==> src/mlet_ram.sv <==
module mlet_ram #(
  parameter int WIDTH = 8,
  parameter int DEPTH = 16
) (
  input  logic                     clk,
  input  logic                     we,
  input  logic [$clog2(DEPTH)-1:0] waddr,
  input  logic [WIDTH-1:0]         wdata,
  input  logic [$clog2(DEPTH)-1:0] raddr,
  output logic [WIDTH-1:0]         rdata
);

  logic [WIDTH-1:0] mem [DEPTH];

  always_ff @(posedge clk) begin
    if (we) begin
      mem[waddr] <= wdata;
    end
    rdata <= mem[raddr];
  end

endmodule

==> config.mk <==
export PLATFORM = sky130hd
export DESIGN_NAME = mlet_ram
export DESIGN_NICKNAME = d
export VERILOG_FILES = /design/src/mlet_ram.sv
export SDC_FILE = /design/constraint.sdc
export NUM_CORES = 1
export LEC_CHECK = 0
export ABC_AREA = 1
export BUFFER_PORTS_ARGS = -buffer_cell sky130_fd_sc_hd__buf_2
export CAP_MARGIN = 10
export CORE_MARGIN = 2
export CORE_UTILIZATION = 30
export CTS_CLUSTER_DIAMETER = 100
export DETAILED_ROUTE_END_ITERATION = 8
export PLACE_DENSITY = 0.53
export SYNTH_ARGS = -nofsm -noshare
export SYNTH_HDL_FRONTEND = slang
export SYNTH_SLANG_ARGS = --single-unit
==> constraint.sdc <==
create_clock -name clk -period 1 [get_ports clk]
set_input_delay 0.05 -clock clk [delete_from_list [all_inputs] [get_ports clk]]
set_output_delay 0.05 -clock clk [all_outputs]
set_load 0.03 [all_outputs]
## After elaboration in Yosys (flattened, before gate mapping)

Memory sizes are Yosys's and may differ from the RTL's. A register that Yosys moved wholly into a read port is not among the register bits.
Cells that the tools add are included.

- Input bits: 18
- ROM bits: 0
- Logic and storage cells: 3
- Flip-flop bits (word level): 0
- Bits in writable memories: 128
- Bits in latches: 0
- Output and inout bits: 8
- Memories kept: 1

- Order comparisons: 0
- Equality and inequality tests: 0
- Reduce and logical (&&, ||, !) cells: 0
- $add $sub $neg: 0
- Bitwise operators: 0
- Multiplexer cells: 2
- Shift-type cells: 0
- Multipliers: 0
- Divide/modulo/power cells: 0

Memories:

| name | depth | width | read ports | clocked after memory_dff | write ports | line | RTL |
|---|---|---|---|---|---|---|---|
| mem | 16 | 8 | 1 | 1 | 1 | 13 | `logic [WIDTH-1:0] mem [DEPTH];` |

Operators with widths:

| operator | number |
|---|---|
| 2-to-1 mux 1 bit | 2 |

## Longest topological paths before layout

- Word-level depth: 2
- Gate-level depth with buffers: 8

## Least setup slack after synthesis

No wires, ideal clock.

- Path kind: input -> register
- Start point: input port waddr[3]
- End point: memory mem[4][0] (enable)
- Arrival time: 631 ps
- Data required time: 630 ps
- Slack: -1 ps
- Cell stages on the path: 2
- Buffers on the path: 0
- Cell sequence: nand3b_1 > nor2_1

RTL lines:

| element | line | RTL |
|---|---|---|
| start, declared | 7 | `input logic [$clog2(DEPTH)-1:0] waddr,` |
| end, declared | 13 |  |

Straight into the memory's write port.

## Worst setup path after layout

- Start point: register rdata[2], read port of mem
- End point: output port rdata[2]

RTL lines:

| element | line | RTL |
|---|---|---|
| start, declared | 10 | `output logic [WIDTH-1:0] rdata` |

No word-level cell between the ends.

==> flow_summary.json <==
{
  "chipWidth_um": 142.6,
  "max_slew.worst_pin.slew_ns": 0.4161,
  "clkPwrFrac_pct": 45.5,
  "cpLargestDelayFamily": "flip-flops",
  "wl_per_cell_um": 16.02,
  "n_antenna_cell": 0,
  "grt_overflow": 0,
  "clock_sinks": 136,
  "whs_ns": 0.03713,
  "synthesis.area_um2": 5767,
  "cp_slowest_cell": "dfxtp_1",
  "htreeDepth": 4,
  "yosysWarnings": 0,
  "pin_count": 26,
  "cts_hold_buf": 0,
  "numCtsBuffers": 17,
  "syn_area_per_cell_um2": 10.47,
  "vias": 3785,
  "area_delta_synth_final_pct": 20.42,
  "nets": 621,
  "grt_pass1_wl_um": 20940,
  "final_cell_mix": "nand2_1 (172), edfxtp_1 (128), inv_1 (100)",
  "critical_path_arrival_ns": 0.91,
  "place_hpwl_um": 8671,
  "power.total_w": 0.01346,
  "start_util_pct": 30.73,
  "ir_worst_vdd_uv": 1170,
  "setup_viol": 0,
  "cpPeakStageDelay_ns": 0.32,
  "final_common_cell": "nand2_1",
  "cp_cell_sequence": "clkbuf_4",
  "crit_fanout": 1,
  "synth_nets": 569,
  "skew_ns": 0.007717,
  "io_buffers": 25,
  "cts_buffer_depth": 2,
  "grt_pass1_vias": 3709,
  "slew_headroom_pct": 72.23,
  "fin_crit_sh_pct": 96.14,
  "p_leak_nw": 2.989,
  "hold_viol_final": 0,
  "grt_max_degree": 39,
  "rsz0062_at_grt": "yes",
  "seq_area_frac_synth_pct": 69.43,
  "fmax_mhz": 1040,
  "hold_depth": 1,
  "holdCritPathClass": "in2reg",
  "layout_min_cycle_time_ns": 0.9614,
  "ant_nets": 0,
  "die_h_um": 142.6,
  "power_density_nw_per_um2": 1939,
  "worstSetupPathType": "reg2out",
  "core-area_um2": 18770,
  "fin_util_pct": 37.00,
  "p_comb_share_pct": 6.8,
  "crit_buf_inv": 1,
  "drc": 0,
  "cts-root-buf": "clkbuf_16",
  "end_kind": "output pin",
  "antenna_found_initial": 0,
  "cellInternalPower_w": 0.01054,
  "wl_um": 13620,
  "required_ns": 0.95,
  "routed_via_density": 4.453,
  "ys_seq_elements": 136,
  "post-cts-setup-buffers": 0,
  "firstDrtPassIters": 4,
  "power_frac_seq_pct": 47.6,
  "insertion_delay_ns": 0.41,
  "postSynthCellCount": 551,
  "synth.distinct_cells": 12,
  "cap_viol_max_count": 0,
  "cts_tree": "yes",
  "place_congestion": 0.7797,
  "switchingPower_w": 0.002921,
  "maxSlewViolCount": 0,
  "startpoint_type": "flop",
  "final_layout_size_suffix_gt1_share_pct": 15.10,
  "track_usage_pct": 14.08,
  "p_sw_share_pct": 21.69,
  "clkTransAtPathRegs_ns": 0.06,
  "crit_cells": 1,
  "status": "completed",
  "rows": 50,
  "drtIter0Drc": 262,
  "dieArea_um2": 20350,
  "r2r_cells": 6
}
==> area by class of cell <==
class / instances / area [um^2]
Clock buffer: 17 / 425.4
Clock inverter: 15 / 158.9
Fill cell: 1847 / 11820
Inverter: 102 / 382.9
Multi-Input combinational cell: 289 / 1241
Sequential cell: 136 / 4004
Tap cell: 234 / 292.8
Timing Repair Buffer: 57 / 439.2
==> power by group through the flow <==
stage | clock network [W] | logic, W | registers [W]
floorplan | 0 | 0.000450 | 0.00660
global placement | 0 | 0.000888 | 0.00653
detailed placement | 0 | 0.000900 | 0.00653
CTS | 0.00624 | 0.000918 | 0.00642
global route | 0.00648 | 0.00101 | 0.00642
finish | 0.00613 | 0.000920 | 0.00641
==> stage by stage <==
stage                     instances  cell area, um^2  TNS [ns]  worst slack [ns]
final                           850             6944         0           0.03861
after global routing            850             6944  -0.04306          -0.03696
after CTS                       850             6909         0          0.003035
after detailed placement        818             6309    -2.768           -0.1076
after global placement          818             6309    -1.671          -0.09253
after floorplan                 551             5767  -0.05405        -0.0008445
==> metal layers <==
metal,track usage (%),wire (um),vias up
met3,3.085,625,10
met2,23.81,6828,81
li1,-,-,1877
met5,0,0,-
met4,4.690,165,0
met1,17.98,6000,1817
==> cells in the mapped netlist, drive strengths merged <==
| master | count | area, um^2 |
|---|---|---|
| nand3 | 97 | 485.5 |
| nand2 | 173 | 649.4 |
| nand3b | 2 | 15.01 |
| nor2 | 17 | 63.81 |
| edfxtp | 128 | 3844 |
| buf | 24 | 166.4 |
| inv | 102 | 382.9 |
| dfxtp | 8 | 160.2 |
==> state kept, by name (all words and copies together), names as in the netlist <==
register / cells
mem: 128
rdata: 8
==> timing repair <==
action | CTS | global route
pin swaps | 0 | 1
gates resized for setup | 6 | 10
gates cloned | 0 | 0
endpoints found under the setup margin | 5 | 8
==> logic make-up (layout without fill, tap and decap cells) <==
logic type,count (synthesis),count (layout),share of synthesized area [%]
buf+inv,126,191,9.525
simple gates,289,289,21.05
flops,136,136,69.43
==> worst paths after layout <==
| kind | startpoint | endpoint | slack (ns) |
|---|---|---|---|
| max | rdata[2] | rdata[2] | 0.04 |
| min | wdata[4] | mem[13][4] | 0.04 |
| max reg2reg | mem[7][6] | rdata[6] | 0.05 |
| min reg2reg | mem[2][1] | rdata[1] | 0.67 |
Note: power is estimated with default switching activity, not from simulation.
